$ cat config.mk
export PLATFORM = sky130hd
export DESIGN_NAME = planar_odometry_integrator_flat
export DESIGN_NICKNAME = d
export VERILOG_FILES = /design/src/design/poi_pkg.sv /design/src/design/poi_intf.sv /design/src/design/poi_mul.sv /design/src/design/poi_cordic.sv /design/src/design/planar_odometry_integrator.sv /design/src/flat_wrapper.sv
export SDC_FILE = /design/constraint.sdc
export NUM_CORES = 2
export LEC_CHECK = 0
export BUFFER_PORTS_ARGS = -buffer_cell sky130_fd_sc_hd__buf_4
export CAP_MARGIN = 20
export CORE_ASPECT_RATIO = 0.5
export CORE_UTILIZATION = 45
export CTS_CLUSTER_SIZE = 16
export DETAILED_ROUTE_END_ITERATION = 6
export SYNTH_ARGS = -nofsm -noshare
export SYNTH_HDL_FRONTEND = slang
export SYNTH_SLANG_ARGS = --single-unit
$ cat constraint.sdc
create_clock -name clk -period 9.99 [get_ports clk]
set_input_delay 1.998 -clock clk [delete_from_list [all_inputs] [get_ports clk]]
set_output_delay 1.998 -clock clk [all_outputs]
set_load 0.05 [all_outputs]
$ cat src/design/poi_pkg.sv
// poi_pkg: constants, types and the cordic angle table of the planar odometry integrator
// no dependencies; imported by the interfaces and every module of the block
`default_nettype none

package poi_pkg;

	localparam int ROTATE_STEPS  = 16;
	localparam int POSITION_BITS = 56;

	localparam int ATAN_ENTRIES = 24;
	localparam int ATAN_IDX_W   = $clog2(ATAN_ENTRIES);
	localparam int STEP_W       = $clog2(ROTATE_STEPS);
	localparam int GAIN_Q16     = 39797;

	localparam int CORDIC_W = 42;
	localparam int ANG_W    = 34;
	localparam int RES_W    = CORDIC_W - 16;

	localparam int MUL_A_W = RES_W;
	localparam int MUL_B_W = 17;
	localparam int MUL_P_W = MUL_A_W + MUL_B_W;

	localparam int PROD_W   = 60;
	localparam int SUM_W    = ((POSITION_BITS > PROD_W) ? POSITION_BITS : PROD_W) + 1;
	localparam int HEAD_W   = 36;
	localparam int POS_SH_W = ((POSITION_BITS - 20) > 32) ? (POSITION_BITS - 20) : 33;

	// item kinds
	localparam logic CMD_VELOCITY = 1'b0;
	localparam logic CMD_TICK     = 1'b1;

	localparam logic signed [CORDIC_W-1:0] UNIT_GAINED = CORDIC_W'(longint'(GAIN_Q16) <<< 16);
	localparam logic signed [RES_W-1:0]    QUAT_MAX    = RES_W'(65536);
	localparam logic signed [RES_W-1:0]    QUAT_MIN    = RES_W'(-65536);

	typedef logic [31:0]        ts_t;
	typedef logic [23:0]        limit_t;
	typedef logic signed [23:0] vel_t;
	typedef logic signed [31:0] pos_t;
	typedef logic [15:0]        bangle_t;
	typedef logic signed [17:0] quat_t;

	typedef struct packed {
		logic                       start;
		logic [31:0]                angle;
		logic signed [CORDIC_W-1:0] x;
		logic signed [CORDIC_W-1:0] y;
	} cordic_req_t;

	// atan(2^-i) in 2^-32 turn
	function automatic logic [29:0] atan_lut(input logic [ATAN_IDX_W-1:0] idx);
		logic [29:0] v;
		unique case (idx)
			5'd0:    v = 30'd536870912;
			5'd1:    v = 30'd316933406;
			5'd2:    v = 30'd167458907;
			5'd3:    v = 30'd85004756;
			5'd4:    v = 30'd42667331;
			5'd5:    v = 30'd21354465;
			5'd6:    v = 30'd10679838;
			5'd7:    v = 30'd5340245;
			5'd8:    v = 30'd2670163;
			5'd9:    v = 30'd1335087;
			5'd10:   v = 30'd667544;
			5'd11:   v = 30'd333772;
			5'd12:   v = 30'd166886;
			5'd13:   v = 30'd83443;
			5'd14:   v = 30'd41722;
			5'd15:   v = 30'd20861;
			5'd16:   v = 30'd10430;
			5'd17:   v = 30'd5215;
			5'd18:   v = 30'd2608;
			5'd19:   v = 30'd1304;
			5'd20:   v = 30'd652;
			5'd21:   v = 30'd326;
			5'd22:   v = 30'd163;
			5'd23:   v = 30'd81;
			default: v = 30'd0;
		endcase
		return v;
	endfunction

endpackage

`default_nettype wire

$ cat src/design/poi_intf.sv
// poi_intf: valid/ready channel interfaces for items, results and the timeout register
// depends on poi_pkg for the payload types
`default_nettype none

interface poi_in_if import poi_pkg::*; ();
	logic       valid;
	logic       ready;
	logic       cmd;
	ts_t        timestamp;
	vel_t       cmd_vel_x;
	vel_t       cmd_vel_y;
	vel_t       cmd_vel_turn;

	modport source (output valid, cmd, timestamp, cmd_vel_x, cmd_vel_y, cmd_vel_turn,
		input ready);
	modport sink (input valid, cmd, timestamp, cmd_vel_x, cmd_vel_y, cmd_vel_turn,
		output ready);
endinterface

interface poi_out_if import poi_pkg::*; ();
	logic    valid;
	logic    ready;
	pos_t    pos_x;
	pos_t    pos_y;
	bangle_t heading_angle;
	quat_t   quat_z;
	quat_t   quat_w;
	vel_t    out_vel_x;
	vel_t    out_vel_y;
	vel_t    out_vel_turn;
	logic    timed_out;

	modport source (output valid, pos_x, pos_y, heading_angle, quat_z, quat_w, out_vel_x,
		out_vel_y, out_vel_turn, timed_out, input ready);
	modport sink (input valid, pos_x, pos_y, heading_angle, quat_z, quat_w, out_vel_x,
		out_vel_y, out_vel_turn, timed_out, output ready);
endinterface

interface poi_cfg_if import poi_pkg::*; ();
	logic   valid;
	logic   ready;
	limit_t data;

	modport source (output valid, data, input ready);
	modport sink (input valid, data, output ready);
endinterface

`default_nettype wire

$ cat src/design/poi_mul.sv
// poi_mul: shared signed multiplier with registered product
// depends on poi_pkg for operand widths
`default_nettype none

module poi_mul import poi_pkg::*; (
	input  logic                      clk,
	input  logic signed [MUL_A_W-1:0] a,
	input  logic signed [MUL_B_W-1:0] b,
	output logic signed [MUL_P_W-1:0] p_q
);

	always_ff @(posedge clk) begin
		p_q <= a * b;
	end

endmodule

`default_nettype wire

$ cat src/design/poi_cordic.sv
// poi_cordic: iterative cordic rotator, one micro-rotation per cycle, quarter-turn pre-rotation
// depends on poi_pkg for widths, the request struct and the angle table
`default_nettype none

module poi_cordic import poi_pkg::*; (
	input  logic                    clk,
	input  logic                    arst_n,
	input  cordic_req_t             req,
	output logic                    done,
	output logic signed [RES_W-1:0] res_x,
	output logic signed [RES_W-1:0] res_y
);

	logic [31:0]                ang_ofs;
	logic [1:0]                 quad;
	logic [31:0]                resid;
	logic signed [CORDIC_W-1:0] x_pre, y_pre;
	logic signed [CORDIC_W-1:0] dx, dy, rnd_x, rnd_y;
	logic signed [ANG_W-1:0]    at_s;
	logic                       last_step;

	logic                       run_q, done_q;
	logic [STEP_W-1:0]          step_q;
	logic signed [CORDIC_W-1:0] x_q, y_q;
	logic signed [ANG_W-1:0]    r_q;

	always_comb begin
		ang_ofs = req.angle + 32'h2000_0000;
		quad    = ang_ofs[31:30];
		resid   = req.angle - {quad, 30'b0};
		unique case (quad)
			2'd0: begin
				x_pre = req.x;
				y_pre = req.y;
			end
			2'd1: begin
				x_pre = -req.y;
				y_pre = req.x;
			end
			2'd2: begin
				x_pre = -req.x;
				y_pre = -req.y;
			end
			default: begin
				x_pre = req.y;
				y_pre = -req.x;
			end
		endcase
	end

	assign dx        = y_q >>> step_q;
	assign dy        = x_q >>> step_q;
	assign at_s      = signed'(ANG_W'(atan_lut(ATAN_IDX_W'(step_q))));
	assign last_step = (step_q == STEP_W'(ROTATE_STEPS - 1));

	always_ff @(posedge clk or negedge arst_n) begin
		if (!arst_n) begin
			run_q  <= 1'b0;
			done_q <= 1'b0;
			step_q <= '0;
		end else begin
			done_q <= run_q && last_step;
			if (req.start) begin
				run_q  <= 1'b1;
				step_q <= '0;
			end else if (run_q) begin
				if (last_step) begin
					run_q <= 1'b0;
				end else begin
					step_q <= step_q + 1'b1;
				end
			end
		end
	end

	always_ff @(posedge clk) begin
		if (req.start) begin
			x_q <= x_pre;
			y_q <= y_pre;
			r_q <= ANG_W'(signed'(resid));
		end else if (run_q) begin
			if (!r_q[ANG_W-1]) begin
				x_q <= x_q - dx;
				y_q <= y_q + dy;
				r_q <= r_q - at_s;
			end else begin
				x_q <= x_q + dx;
				y_q <= y_q - dy;
				r_q <= r_q + at_s;
			end
		end
	end

	// round half up to the input scale
	assign rnd_x = (x_q + CORDIC_W'(32768)) >>> 16;
	assign rnd_y = (y_q + CORDIC_W'(32768)) >>> 16;
	assign res_x = rnd_x[RES_W-1:0];
	assign res_y = rnd_y[RES_W-1:0];
	assign done  = done_q;

endmodule

`default_nettype wire

$ cat src/design/planar_odometry_integrator.sv
// planar_odometry_integrator: dead-reckoning pose integrator, top level and sequencer
// depends on poi_pkg, poi_intf, poi_mul and poi_cordic
//
//   port   dir   contents
//   item   sink  cmd, timestamp, cmd_vel_x/y/turn
//   pose   src   pos_x/y, heading_angle, quat_z/w, out_vel_x/y/turn, timed_out
//   cfg    sink  timeout_limit write data, always ready
//
// a velocity command is taken in the idle step and gives no result
// a tick makes two passes of the cordic and eight passes of the
// shared multiplier, all in series
// the result sits in an output register, so the next item is taken while it waits
// a tick finishing while the previous result is still stalled waits in its last step
// arst_n clears pose, heading, held velocities, times and timeout_limit to 524288
`default_nettype none

module planar_odometry_integrator import poi_pkg::*; (
	input  logic       clk,
	input  logic       arst_n,
	poi_cfg_if.sink    cfg,
	poi_in_if.sink     item,
	poi_out_if.source  pose
);

	typedef enum logic [15:0] {
		S_IDLE  = 16'h0001,
		S_GX    = 16'h0002,
		S_GY    = 16'h0004,
		S_ROT1  = 16'h0008,
		S_WAIT1 = 16'h0010,
		S_MXL   = 16'h0020,
		S_MXH   = 16'h0040,
		S_MXA   = 16'h0080,
		S_AX    = 16'h0100,
		S_MYA   = 16'h0200,
		S_AY    = 16'h0400,
		S_MTA   = 16'h0800,
		S_AH    = 16'h1000,
		S_ROT2  = 16'h2000,
		S_WAIT2 = 16'h4000,
		S_OUT   = 16'h8000
	} state_t;

	function automatic logic signed [POSITION_BITS-1:0] acc_sat(
		input logic signed [SUM_W-1:0] s);
		if (&s[SUM_W-1:POSITION_BITS-1] || ~|s[SUM_W-1:POSITION_BITS-1]) begin
			return s[POSITION_BITS-1:0];
		end else if (s[SUM_W-1]) begin
			return {1'b1, {(POSITION_BITS-1){1'b0}}};
		end else begin
			return {1'b0, {(POSITION_BITS-1){1'b1}}};
		end
	endfunction

	function automatic pos_t pos_sat(input logic signed [POSITION_BITS-1:0] acc);
		logic signed [POSITION_BITS-1:0] sh;
		logic signed [POS_SH_W-1:0]      ext;
		sh  = acc >>> 20;
		ext = POS_SH_W'(sh);
		if (&ext[POS_SH_W-1:31] || ~|ext[POS_SH_W-1:31]) begin
			return ext[31:0];
		end else if (ext[POS_SH_W-1]) begin
			return 32'sh8000_0000;
		end else begin
			return 32'sh7fff_ffff;
		end
	endfunction

	function automatic quat_t quat_clamp(input logic signed [RES_W-1:0] v);
		if (v > QUAT_MAX) begin
			return quat_t'(QUAT_MAX);
		end else if (v < QUAT_MIN) begin
			return quat_t'(QUAT_MIN);
		end else begin
			return v[17:0];
		end
	endfunction

	state_t                          state_q;
	limit_t                          limit_q;
	logic signed [POSITION_BITS-1:0] acc_x_q, acc_y_q;
	logic [HEAD_W-1:0]               acc_head_q;
	vel_t                            vel_x_q, vel_y_q, vel_turn_q;
	ts_t                             last_tick_q, last_cmd_q, dt_q;
	logic                            timed_out_q;
	logic signed [CORDIC_W-1:0]      gx_q;
	logic signed [RES_W-1:0]         wx_q, wy_q;
	logic signed [PROD_W-1:0]        prod_q;
	quat_t                           qz_q, qw_q;

	logic                            out_valid_q;
	pos_t                            out_pos_x_q, out_pos_y_q;
	bangle_t                         out_head_q;
	quat_t                           out_qz_q, out_qw_q;
	vel_t                            out_vx_q, out_vy_q, out_vt_q;
	logic                            out_to_q;

	logic signed [MUL_A_W-1:0]       mul_a;
	logic signed [MUL_B_W-1:0]       mul_b;
	logic signed [MUL_P_W-1:0]       mul_p;
	logic signed [MUL_B_W-1:0]       dt_lo, dt_hi;
	cordic_req_t                     cor_req;
	logic                            cor_done;
	logic signed [RES_W-1:0]         cor_x, cor_y;

	logic                            item_take, tick_take, cmd_take, stale;
	logic                            out_free;
	ts_t                             age;
	logic signed [PROD_W-1:0]        p_ext;
	logic signed [SUM_W-1:0]         sum;

	assign item.ready = (state_q == S_IDLE);
	assign cfg.ready  = 1'b1;
	assign item_take  = item.valid && item.ready;
	assign tick_take  = item_take && (item.cmd == CMD_TICK);
	assign cmd_take   = item_take && (item.cmd == CMD_VELOCITY);
	assign age        = item.timestamp - last_cmd_q;
	assign stale      = age > {8'b0, limit_q};
	assign out_free   = !out_valid_q || pose.ready;

	assign dt_lo = signed'({1'b0, dt_q[15:0]});
	assign dt_hi = signed'({1'b0, dt_q[31:16]});
	assign p_ext = PROD_W'(mul_p);
	assign sum   = SUM_W'(state_q == S_AX ? acc_x_q : acc_y_q) + SUM_W'(prod_q);

	// operand selection for the shared multiplier
	always_comb begin
		unique case (state_q)
			S_GX: begin
				mul_a = MUL_A_W'(vel_x_q);
				mul_b = MUL_B_W'(GAIN_Q16);
			end
			S_GY: begin
				mul_a = MUL_A_W'(vel_y_q);
				mul_b = MUL_B_W'(GAIN_Q16);
			end
			S_MXL: begin
				mul_a = wx_q;
				mul_b = dt_lo;
			end
			S_MXH: begin
				mul_a = wx_q;
				mul_b = dt_hi;
			end
			S_MXA: begin
				mul_a = wy_q;
				mul_b = dt_lo;
			end
			S_AX: begin
				mul_a = wy_q;
				mul_b = dt_hi;
			end
			S_MYA: begin
				mul_a = MUL_A_W'(vel_turn_q);
				mul_b = dt_lo;
			end
			S_AY: begin
				mul_a = MUL_A_W'(vel_turn_q);
				mul_b = dt_hi;
			end
			default: begin
				mul_a = '0;
				mul_b = '0;
			end
		endcase
	end

	always_comb begin
		cor_req.start = (state_q == S_ROT1) || (state_q == S_ROT2);
		if (state_q == S_ROT1) begin
			cor_req.angle = acc_head_q[HEAD_W-1:HEAD_W-32];
			cor_req.x     = gx_q;
			cor_req.y     = mul_p[CORDIC_W-1:0];
		end else begin
			cor_req.angle = {1'b0, acc_head_q[HEAD_W-1:HEAD_W-31]};
			cor_req.x     = UNIT_GAINED;
			cor_req.y     = '0;
		end
	end

	poi_mul u_mul (
		.clk (clk),
		.a   (mul_a),
		.b   (mul_b),
		.p_q (mul_p)
	);

	poi_cordic u_cordic (
		.clk    (clk),
		.arst_n (arst_n),
		.req    (cor_req),
		.done   (cor_done),
		.res_x  (cor_x),
		.res_y  (cor_y)
	);

	always_ff @(posedge clk or negedge arst_n) begin
		if (!arst_n) begin
			state_q     <= S_IDLE;
			limit_q     <= limit_t'(524288);
			acc_x_q     <= '0;
			acc_y_q     <= '0;
			acc_head_q  <= '0;
			vel_x_q     <= '0;
			vel_y_q     <= '0;
			vel_turn_q  <= '0;
			last_tick_q <= '0;
			last_cmd_q  <= '0;
			timed_out_q <= 1'b0;
			out_valid_q <= 1'b0;
		end else begin
			if (cfg.valid && cfg.ready) begin
				limit_q <= cfg.data;
			end
			if (state_q == S_OUT && out_free) begin
				out_valid_q <= 1'b1;
			end else if (pose.valid && pose.ready) begin
				out_valid_q <= 1'b0;
			end
			unique case (state_q)
				S_IDLE: begin
					if (cmd_take) begin
						vel_x_q    <= item.cmd_vel_x;
						vel_y_q    <= item.cmd_vel_y;
						vel_turn_q <= item.cmd_vel_turn;
						last_cmd_q <= item.timestamp;
					end else if (tick_take) begin
						if (stale) begin
							vel_x_q    <= '0;
							vel_y_q    <= '0;
							vel_turn_q <= '0;
						end
						timed_out_q <= stale;
						last_tick_q <= item.timestamp;
						state_q     <= S_GX;
					end
				end
				S_GX:    state_q <= S_GY;
				S_GY:    state_q <= S_ROT1;
				S_ROT1:  state_q <= S_WAIT1;
				S_WAIT1: begin
					if (cor_done) begin
						state_q <= S_MXL;
					end
				end
				S_MXL:   state_q <= S_MXH;
				S_MXH:   state_q <= S_MXA;
				S_MXA:   state_q <= S_AX;
				S_AX: begin
					acc_x_q <= acc_sat(sum);
					state_q <= S_MYA;
				end
				S_MYA:   state_q <= S_AY;
				S_AY: begin
					acc_y_q <= acc_sat(sum);
					state_q <= S_MTA;
				end
				S_MTA:   state_q <= S_AH;
				S_AH: begin
					acc_head_q <= acc_head_q + prod_q[HEAD_W-1:0];
					state_q    <= S_ROT2;
				end
				S_ROT2:  state_q <= S_WAIT2;
				S_WAIT2: begin
					if (cor_done) begin
						state_q <= S_OUT;
					end
				end
				S_OUT: begin
					if (out_free) begin
						state_q <= S_IDLE;
					end
				end
				default: state_q <= S_IDLE;
			endcase
		end
	end

	// datapath registers
	always_ff @(posedge clk) begin
		if (tick_take) begin
			dt_q <= item.timestamp - last_tick_q;
		end
		if (state_q == S_GY) begin
			gx_q <= mul_p[CORDIC_W-1:0];
		end
		if (state_q == S_WAIT1 && cor_done) begin
			wx_q <= cor_x;
			wy_q <= cor_y;
		end
		if (state_q == S_WAIT2 && cor_done) begin
			qw_q <= quat_clamp(cor_x);
			qz_q <= quat_clamp(cor_y);
		end
		if (state_q == S_MXH || state_q == S_AX || state_q == S_AY) begin
			prod_q <= p_ext;
		end else if (state_q == S_MXA || state_q == S_MYA || state_q == S_MTA) begin
			prod_q <= prod_q + (p_ext <<< 16);
		end
		if (state_q == S_OUT && out_free) begin
			out_pos_x_q <= pos_sat(acc_x_q);
			out_pos_y_q <= pos_sat(acc_y_q);
			out_head_q  <= acc_head_q[HEAD_W-1:HEAD_W-16];
			out_qz_q    <= qz_q;
			out_qw_q    <= qw_q;
			out_vx_q    <= vel_x_q;
			out_vy_q    <= vel_y_q;
			out_vt_q    <= vel_turn_q;
			out_to_q    <= timed_out_q;
		end
	end

	assign pose.valid         = out_valid_q;
	assign pose.pos_x         = out_pos_x_q;
	assign pose.pos_y         = out_pos_y_q;
	assign pose.heading_angle = out_head_q;
	assign pose.quat_z        = out_qz_q;
	assign pose.quat_w        = out_qw_q;
	assign pose.out_vel_x     = out_vx_q;
	assign pose.out_vel_y     = out_vy_q;
	assign pose.out_vel_turn  = out_vt_q;
	assign pose.timed_out     = out_to_q;

	a_cordic_done_waited: assert property (@(posedge clk) disable iff (!arst_n)
		cor_done |-> (state_q == S_WAIT1 || state_q == S_WAIT2))
		else $error("cordic finished outside a wait step");

	a_stale_zero_vel: assert property (@(posedge clk) disable iff (!arst_n)
		(pose.valid && pose.timed_out) |->
		(pose.out_vel_x == '0 && pose.out_vel_y == '0 && pose.out_vel_turn == '0))
		else $error("timed-out result carries nonzero velocity");

	a_result_from_seq: assert property (@(posedge clk) disable iff (!arst_n)
		$rose(out_valid_q) |-> $past(state_q == S_OUT))
		else $error("result raised without finishing a tick");

	a_quat_range: assert property (@(posedge clk) disable iff (!arst_n)
		pose.valid |-> (pose.quat_w <= 18'sd65536 && pose.quat_w >= -18'sd65536 &&
		pose.quat_z <= 18'sd65536 && pose.quat_z >= -18'sd65536))
		else $error("quaternion component beyond unit range");

endmodule

`default_nettype wire
$ cat src/flat_wrapper.sv
// flat-port wrapper written by rule: the top's interface ports become plain ports
module planar_odometry_integrator_flat import poi_pkg::*;
  (clk, arst_n, cfg_valid, cfg_data, cfg_ready, item_valid, item_cmd, item_timestamp, item_cmd_vel_x, item_cmd_vel_y, item_cmd_vel_turn, item_ready, pose_valid, pose_pos_x, pose_pos_y, pose_heading_angle, pose_quat_z, pose_quat_w, pose_out_vel_x, pose_out_vel_y, pose_out_vel_turn, pose_timed_out, pose_ready);
  poi_cfg_if cfg_i ();
  poi_in_if item_i ();
  poi_out_if pose_i ();
  input  logic clk;
  input  logic arst_n;
  input wire logic [$bits(cfg_i.valid)-1:0] cfg_valid;
  input wire logic [$bits(cfg_i.data)-1:0] cfg_data;
  output wire logic [$bits(cfg_i.ready)-1:0] cfg_ready;
  input wire logic [$bits(item_i.valid)-1:0] item_valid;
  input wire logic [$bits(item_i.cmd)-1:0] item_cmd;
  input wire logic [$bits(item_i.timestamp)-1:0] item_timestamp;
  input wire logic [$bits(item_i.cmd_vel_x)-1:0] item_cmd_vel_x;
  input wire logic [$bits(item_i.cmd_vel_y)-1:0] item_cmd_vel_y;
  input wire logic [$bits(item_i.cmd_vel_turn)-1:0] item_cmd_vel_turn;
  output wire logic [$bits(item_i.ready)-1:0] item_ready;
  output wire logic [$bits(pose_i.valid)-1:0] pose_valid;
  output wire logic [$bits(pose_i.pos_x)-1:0] pose_pos_x;
  output wire logic [$bits(pose_i.pos_y)-1:0] pose_pos_y;
  output wire logic [$bits(pose_i.heading_angle)-1:0] pose_heading_angle;
  output wire logic [$bits(pose_i.quat_z)-1:0] pose_quat_z;
  output wire logic [$bits(pose_i.quat_w)-1:0] pose_quat_w;
  output wire logic [$bits(pose_i.out_vel_x)-1:0] pose_out_vel_x;
  output wire logic [$bits(pose_i.out_vel_y)-1:0] pose_out_vel_y;
  output wire logic [$bits(pose_i.out_vel_turn)-1:0] pose_out_vel_turn;
  output wire logic [$bits(pose_i.timed_out)-1:0] pose_timed_out;
  input wire logic [$bits(pose_i.ready)-1:0] pose_ready;
  assign cfg_i.valid = cfg_valid;
  assign cfg_i.data = cfg_data;
  assign cfg_ready = cfg_i.ready;
  assign item_i.valid = item_valid;
  assign item_i.cmd = item_cmd;
  assign item_i.timestamp = item_timestamp;
  assign item_i.cmd_vel_x = item_cmd_vel_x;
  assign item_i.cmd_vel_y = item_cmd_vel_y;
  assign item_i.cmd_vel_turn = item_cmd_vel_turn;
  assign item_ready = item_i.ready;
  assign pose_valid = pose_i.valid;
  assign pose_pos_x = pose_i.pos_x;
  assign pose_pos_y = pose_i.pos_y;
  assign pose_heading_angle = pose_i.heading_angle;
  assign pose_quat_z = pose_i.quat_z;
  assign pose_quat_w = pose_i.quat_w;
  assign pose_out_vel_x = pose_i.out_vel_x;
  assign pose_out_vel_y = pose_i.out_vel_y;
  assign pose_out_vel_turn = pose_i.out_vel_turn;
  assign pose_timed_out = pose_i.timed_out;
  assign pose_i.ready = pose_ready;
  planar_odometry_integrator u_core (.clk(clk), .arst_n(arst_n), .cfg(cfg_i), .item(item_i), .pose(pose_i));
endmodule
## Word level (Yosys, flattened, before mapping)

Memories as Yosys holds them, arrays and structs flattened.
Cells that the tools add are included.

- $add $sub $neg: 18
- $mul: 1
- Order comparisons: 5
- Equality and inequality tests: 25
- Shift operators: 2
- Muxes and demuxes: 44
- Bitwise operators: 2
- Reductions and logical operators: 46

Operators by type and width:

| kind | number |
|---|---|
| $pmux 16 s16 | 1 |
| $mux 42 | 6 |
| $pmux 42 s3 | 2 |
| $pmux 26 s5 | 1 |
| $mux 32 | 4 |
| $mux 24 | 5 |
| $mux 60 | 2 |
| $mux 116 | 1 |
| $mux 56 | 2 |
| $mux 34 | 3 |
| $sub 32x32->32 | 3 |
| $add 42x17->42 const B | 2 |
| $add 42x42->42 | 2 |
| $neg 42->42 | 2 |
| $sshr 42x4->42 | 2 |
| $sub 42x42->42 | 2 |
| $mux 16 | 5 |
| $add 61x60->61 | 1 |
| $mux 61 | 1 |
| $add 60x59->60 | 1 |
| $gt 26x18->1 const B | 2 |
| $lt 26x17->1 const B | 2 |
| $pmux 16 s3 | 1 |
| $mul 26x17->43 | 1 |
| 44 further kinds | 89 |

- Bits in registers: 904
- ROM bits: 480
- Bits of input ports: 134
- Output and inout port bits: 192
- Logic and storage cells: 181
- Memories: 1

Memory list:

| name | depth | bits a word | read ports | clocked after Yosys merged registers in | write ports | RTL line | source |
|---|---|---|---|---|---|---|---|
| (no name shown) | 16 | 30 | 1 | 0 | 0 | poi_pkg.sv:53 | `unique case (idx)` |

## Logic depth before layout (Yosys ltp)

- Word-level depth: 7
- Mapped depth: 38
- Mapped depth without buffers: 33

## Hierarchy

From an unflattened synthesis, not the netlist that was laid out.

- Cell total of the unflattened synthesis: 8549
- Area, all modules: 79108.4 um^2

Modules (own cells, without submodules):

| module | instances | cells each | area an instance (um^2) | sequential area each (um^2) |
|---|---|---|---|---|
| planar_odometry_integrator | 1 | 3949 | 40144.8 | 20502.2 |
| poi_cordic | 1 | 2852 | 22639.2 | 3693.5 |
| poi_mul | 1 | 1748 | 16324.4 | 860.8 |

## Least setup slack after synthesis

OpenSTA, ideal clock, no wires.

- Path kind: input port to flip-flop
- Start: input pose_ready
- End: register u_core.out_head_q[0] (netlist: u_core.pose.heading_angle[0]), enable pin
- Setup time: 763 ps
- Arrival time: 10424 ps
- Data required time: 9227 ps
- Path slack: -1196 ps
- Stages on the path: 2
- Path buffers: 0
- Cell sequence: nand2b_1 nor2b_1

- Word-level cells in the longest chain between the ends: 2

RTL lines:

| element | RTL line | source |
|---|---|---|
| start: declaration | flat_wrapper.sv:29 | `input wire logic [$bits(pose_i.ready)-1:0] pose_ready;` |
| $logic_or 1x1->1 | planar_odometry_integrator.sv:119 | `assign out_free = !out_valid_q \|\| pose.ready;` |
| $logic_and 1x1->1 | planar_odometry_integrator.sv:300 | `if (state_q == S_OUT && out_free) begin` |
| end signal: assignment | planar_odometry_integrator.sv:303 | `out_head_q <= acc_head_q[HEAD_W-1:HEAD_W-16];` |
| end: declaration | planar_odometry_integrator.sv:93 | `bangle_t out_head_q;` |

Every way passes these cells.
A chain may end at the register's enable or synchronous reset.

## Worst setup path in the final report

- Start: register u_core.state_q[11]
- End: register u_core.u_mul.p_q[39]

- Word-level cells in the longest chain between the ends: 4
- Elaborated cells between the ends (all ways): 17
- Those cells by class: mul: 1; eq/ne: 8; mux: 2; reduce/logical: 6

RTL lines:

| element | RTL line | source |
|---|---|---|
| start: declaration | planar_odometry_integrator.sv:79 | `state_t state_q;` |
| start signal: assignment | planar_odometry_integrator.sv:199 | `state_q <= S_IDLE;` |
| start signal: assignment | planar_odometry_integrator.sv:235 | `state_q <= S_GX;` |
| start signal: assignment | planar_odometry_integrator.sv:238 | `S_GX: state_q <= S_GY;` |
| $eq 16x10->1, or another cell as far along | planar_odometry_integrator.sv:128 | `unique case (state_q)` |
| $reduce_or 2->1 (no source line) / $reduce_or 3->1 (equally long branches) | n/a |  |
| $pmux 26 s5 / $pmux 16 s3 (equally long branches) | planar_odometry_integrator.sv:128 |  |
| $mul 26x17->43 (*) | poi_mul.sv:13 | `p_q <= a * b;` |
| end signal: assignment | poi_mul.sv:13 |  |
| end: declaration | poi_mul.sv:9 | `output logic signed [MUL_P_W-1:0] p_q` |

Every way passes the cells marked *; elsewhere a longest branch is shown, timed or not.

==> results.yml <==
critical_path:
  path_max_fanout: 29
  cpMostUsedCell: "fa_1"
  crit_path_end_kind: "register"
  arrival_ns: 10.15
  slowest_delay_ns: 0.56
  critical_path.startpoint_type: "register"
  required_ns: 10.59
  crit_type: "reg -> reg"
  critical-path-slowest-cell: "or3b_2"
clock_network:
  clk_path_buf_depth: 3
  cts_tree: "done"
  numCtsBuffers: 91
  postCtsHoldBufs: 0
  h-tree-depth: 3
  insertion_delay_ns: 0.73
  cts_root_buf: "clkbuf_16"
  clkTransAtPathRegs_ns: 0.07
  cts_sinks: 904
yosys:
  netlist_instances: 8575
  ys_ff_latch: 904
  synth_nets: 9579
  netlist.area_leader.share: 0.205
  yosysMostFrequentCell: "nand2_1"
  syn_area_mm2: 0.0775
  synth_area_leaders: "edfxtp_1 (20%), fa_1 (11%), dfrtp_1 (11%)"
  synth_edf_count: 529
  yosys.area.top_type: "edfxtp_1"
  yosysWarningCount: 0
  ys.flop_type: "edfxtp_1"
  avgSynthCellArea_um2: 9.04
  async_flop_share: 0.367
  synth_commonest_cells: "nand2_1 (1240), inv_1 (759), nor2_1 (673), a21oi_1 (559), edfxtp_1 (529)"
  ys_seq_area_frac: 0.323
  synthDistinctLibCells: 97
floorplanning:
  die_h_um: 296
  io_pins: 326
  fp.dieW_um: 589
  core_area_mm2: 0.171
  die_area_mm2: 0.174
  initial_utilization: 0.454
  placementRows: 107
drt:
  drt-total-wl_um: 263000
  drt_pass1_iterations: 6
  vias_per_cell: 5.95
  wire_per_inst_um: 23.8
  via_count: 65938
  drc: 0
  drt_iter0_drc: 7030
  ant_nets: 0
placed_design:
  port_buffers: 324
  place.gp.congestion: 0.980
  hpwl_um: 203000
power_and_ir_drop:
  powerDensity_mw_per_mm2: 314
  ir_worst_vdd_mv: 0.226
  leakage_uw: 0.0377
flow_run:
  cap_violations: 0
sta:
  worst_pin_slew_ns: 1.32
  finalMaxSlewViolations: 0
  rsz0062_at_grt: "no"
  fmax_ghz: 0.105
  fin_skew_ns: 0.0534
  setup-tns-final_ns: 0
  period_share: 0.956
  finalHoldViolCount: 0
  relSlewSlack: 0.117
  finalSetupViolCount: 0
  fin_crit_ns: 9.55
final_layout:
  fillCellCount: 16108
  syn_to_final_growth_pct: 10.7
  utilization: 0.503
  finalNetCount: 9718
  drive_above_1_share: 0.101
hold_path:
  hp-class: "reg -> reg"
global_route:
  grt_max_degree: 142
  antenna_found_initial: 15
  globalRouteOverflowTotal: 0
  grt_util_all_layers: 0.299
  grt_pass1_wl_um: 395000
  grt_pass1_vias: 62004
status:
  status: "finished, final reports clean"
logic make-up after synthesis:
logic type / share of synthesized area
AOI/OAI and AO/OA: 0.182
xor gates and xnor gates: 0.0596
adders and majority gates: 0.180
buffers and inverters: 0.0601
DFF: 0.323
muxes: 0.0407
other: 0.0000484
and+or+nand+nor: 0.154
cells in the final DEF, fill, tap and decap left out, drive strengths merged, types with 32 or more instances in the layout:
cell type  netlist  routed
a211oi          36      36
a21o           259     259
a21oi          559     559
a221o           43      43
a221oi          49      49
a22o            82      82
a22oi           47      47
a31oi           69      69
and2            46      46
and3            60      60
buf            101     489
clkbuf         342     110
clkinv           1      32
dfrtp          330     330
dfxtp           43      43
edfxtp         529     529
fa             413     413
ha             457     457
inv            764     774
mux2            42      42
mux2i           68      68
mux4            89      89
nand2         1240    1240
nand2b          69      69
nand3          147     147
nand4           70      70
nor2           673     673
nor2b           61      61
nor3           106     106
nor4            42      42
o211ai         143     143
o21a            64      64
o21ai          508     508
o21bai          39      39
o22ai           46      46
o31ai           36      36
or2             32      32
or3             50      50
xnor2          326     326
xor2           202     202
routing by layer:
metal | up-vias | wire (µm) | track usage
li1 | 30393 | - | -
met1 | 32599 | 123000 | 0.456
met2 | 2587 | 111000 | 0.444
met3 | 351 | 22800 | 0.0466
met4 | 8 | 5850 | 0.0650
met5 | - | 50 | 0
worst max-delay path: cells and delay by family (launching register included):
kind | cells | cell delay, ns
AOI/OAI and AO/OA | 12 | 2.80
adders and majority gates | 7 | 3.49
buffers and inverters | 4 | 0.47
and+or+nand+nor | 7 | 2.01
xor gates and xnor gates | 1 | 0.12
DFF | 1 | 0.46
path summary, 6_finish.rpt:
| check | startpoint | end | slack (ns) | depth (start not counted) |
|---|---|---|---|---|
| max | u_core.state_q[11] | u_core.u_mul.p_q[39] | 0.44 | 31 |
| min | u_core.qz_q[13] | u_core.pose.quat_z[13] | 0.42 | 0 |
| max reg2reg | u_core.state_q[11] | u_core.u_mul.p_q[39] | 0.44 | 31 |
| min reg2reg | u_core.qz_q[13] | u_core.pose.quat_z[13] | 0.42 | 0 |
| max in group asynchronous | arst_n | u_core.last_tick_q[30] | 7.13 | 2 |
| min in group asynchronous | arst_n | u_core.vel_y_q[22] | 1.34 | 1 |
stage by stage:
step | total power [µW] | setup WS, ns | instance area (µm²) | cells | hold slack [ns]
after floorplan | 18600 | 0.733 | 77500 | 8575 | 0.400
after global placement | 22700 | 0.189 | 82500 | 10907 | 0.401
after detailed placement | 22700 | 0.133 | 82500 | 10907 | 0.405
after CTS | 26600 | 0.104 | 85700 | 11077 | 0.420
after global routing | 28800 | 0.0142 | 85800 | 11081 | 0.424
final | 26900 | 0.442 | 85800 | 11081 | 0.420
report_power, final:
| group | switching, µW | internal, µW | total (µW) |
|---|---|---|---|
| clock | 1660 | 2070 | 3730 |
| combinational | 9660 | 7030 | 16700 |
| sequential | 1080 | 5420 | 6490 |
registers in the layout (all words and copies together), names as in the netlist, 32 cells and up:
register,cells
u_core.acc_head_q,36
u_core.acc_x_q,56
u_core.acc_y_q,56
u_core.dt_q,32
u_core.gx_q,42
u_core.last_cmd_q,32
u_core.last_tick_q,32
u_core.pose.pos_x,32
u_core.pose.pos_y,32
u_core.prod_q,60
u_core.u_cordic.r_q,34
u_core.u_cordic.x_q,42
u_core.u_cordic.y_q,42
u_core.u_mul.p_q,43
what timing repair did:
item,CTS,global route
setup endpoints to repair,0,8
endpoints found under the hold margin,0,0
setup buffers,0,2
gates resized for setup,0,18
area by class of cell:
type / instances / area [µm²] / share of cell area
Inverter: 765 / 2870 / 0.0335
Multi-Input combinational cell: 6463 / 48100 / 0.560
Antenna cell: 1 / 2.50 / 0.0000292
Clock inverter: 60 / 722 / 0.00841
Timing Repair Buffer: 489 / 3730 / 0.0434
Tap cell: 2289 / 2860 / 0.0334
Clock buffer: 110 / 2460 / 0.0287
Sequential cell: 904 / 25100 / 0.292
No activity file was read; power rests on OpenSTA's default activity.
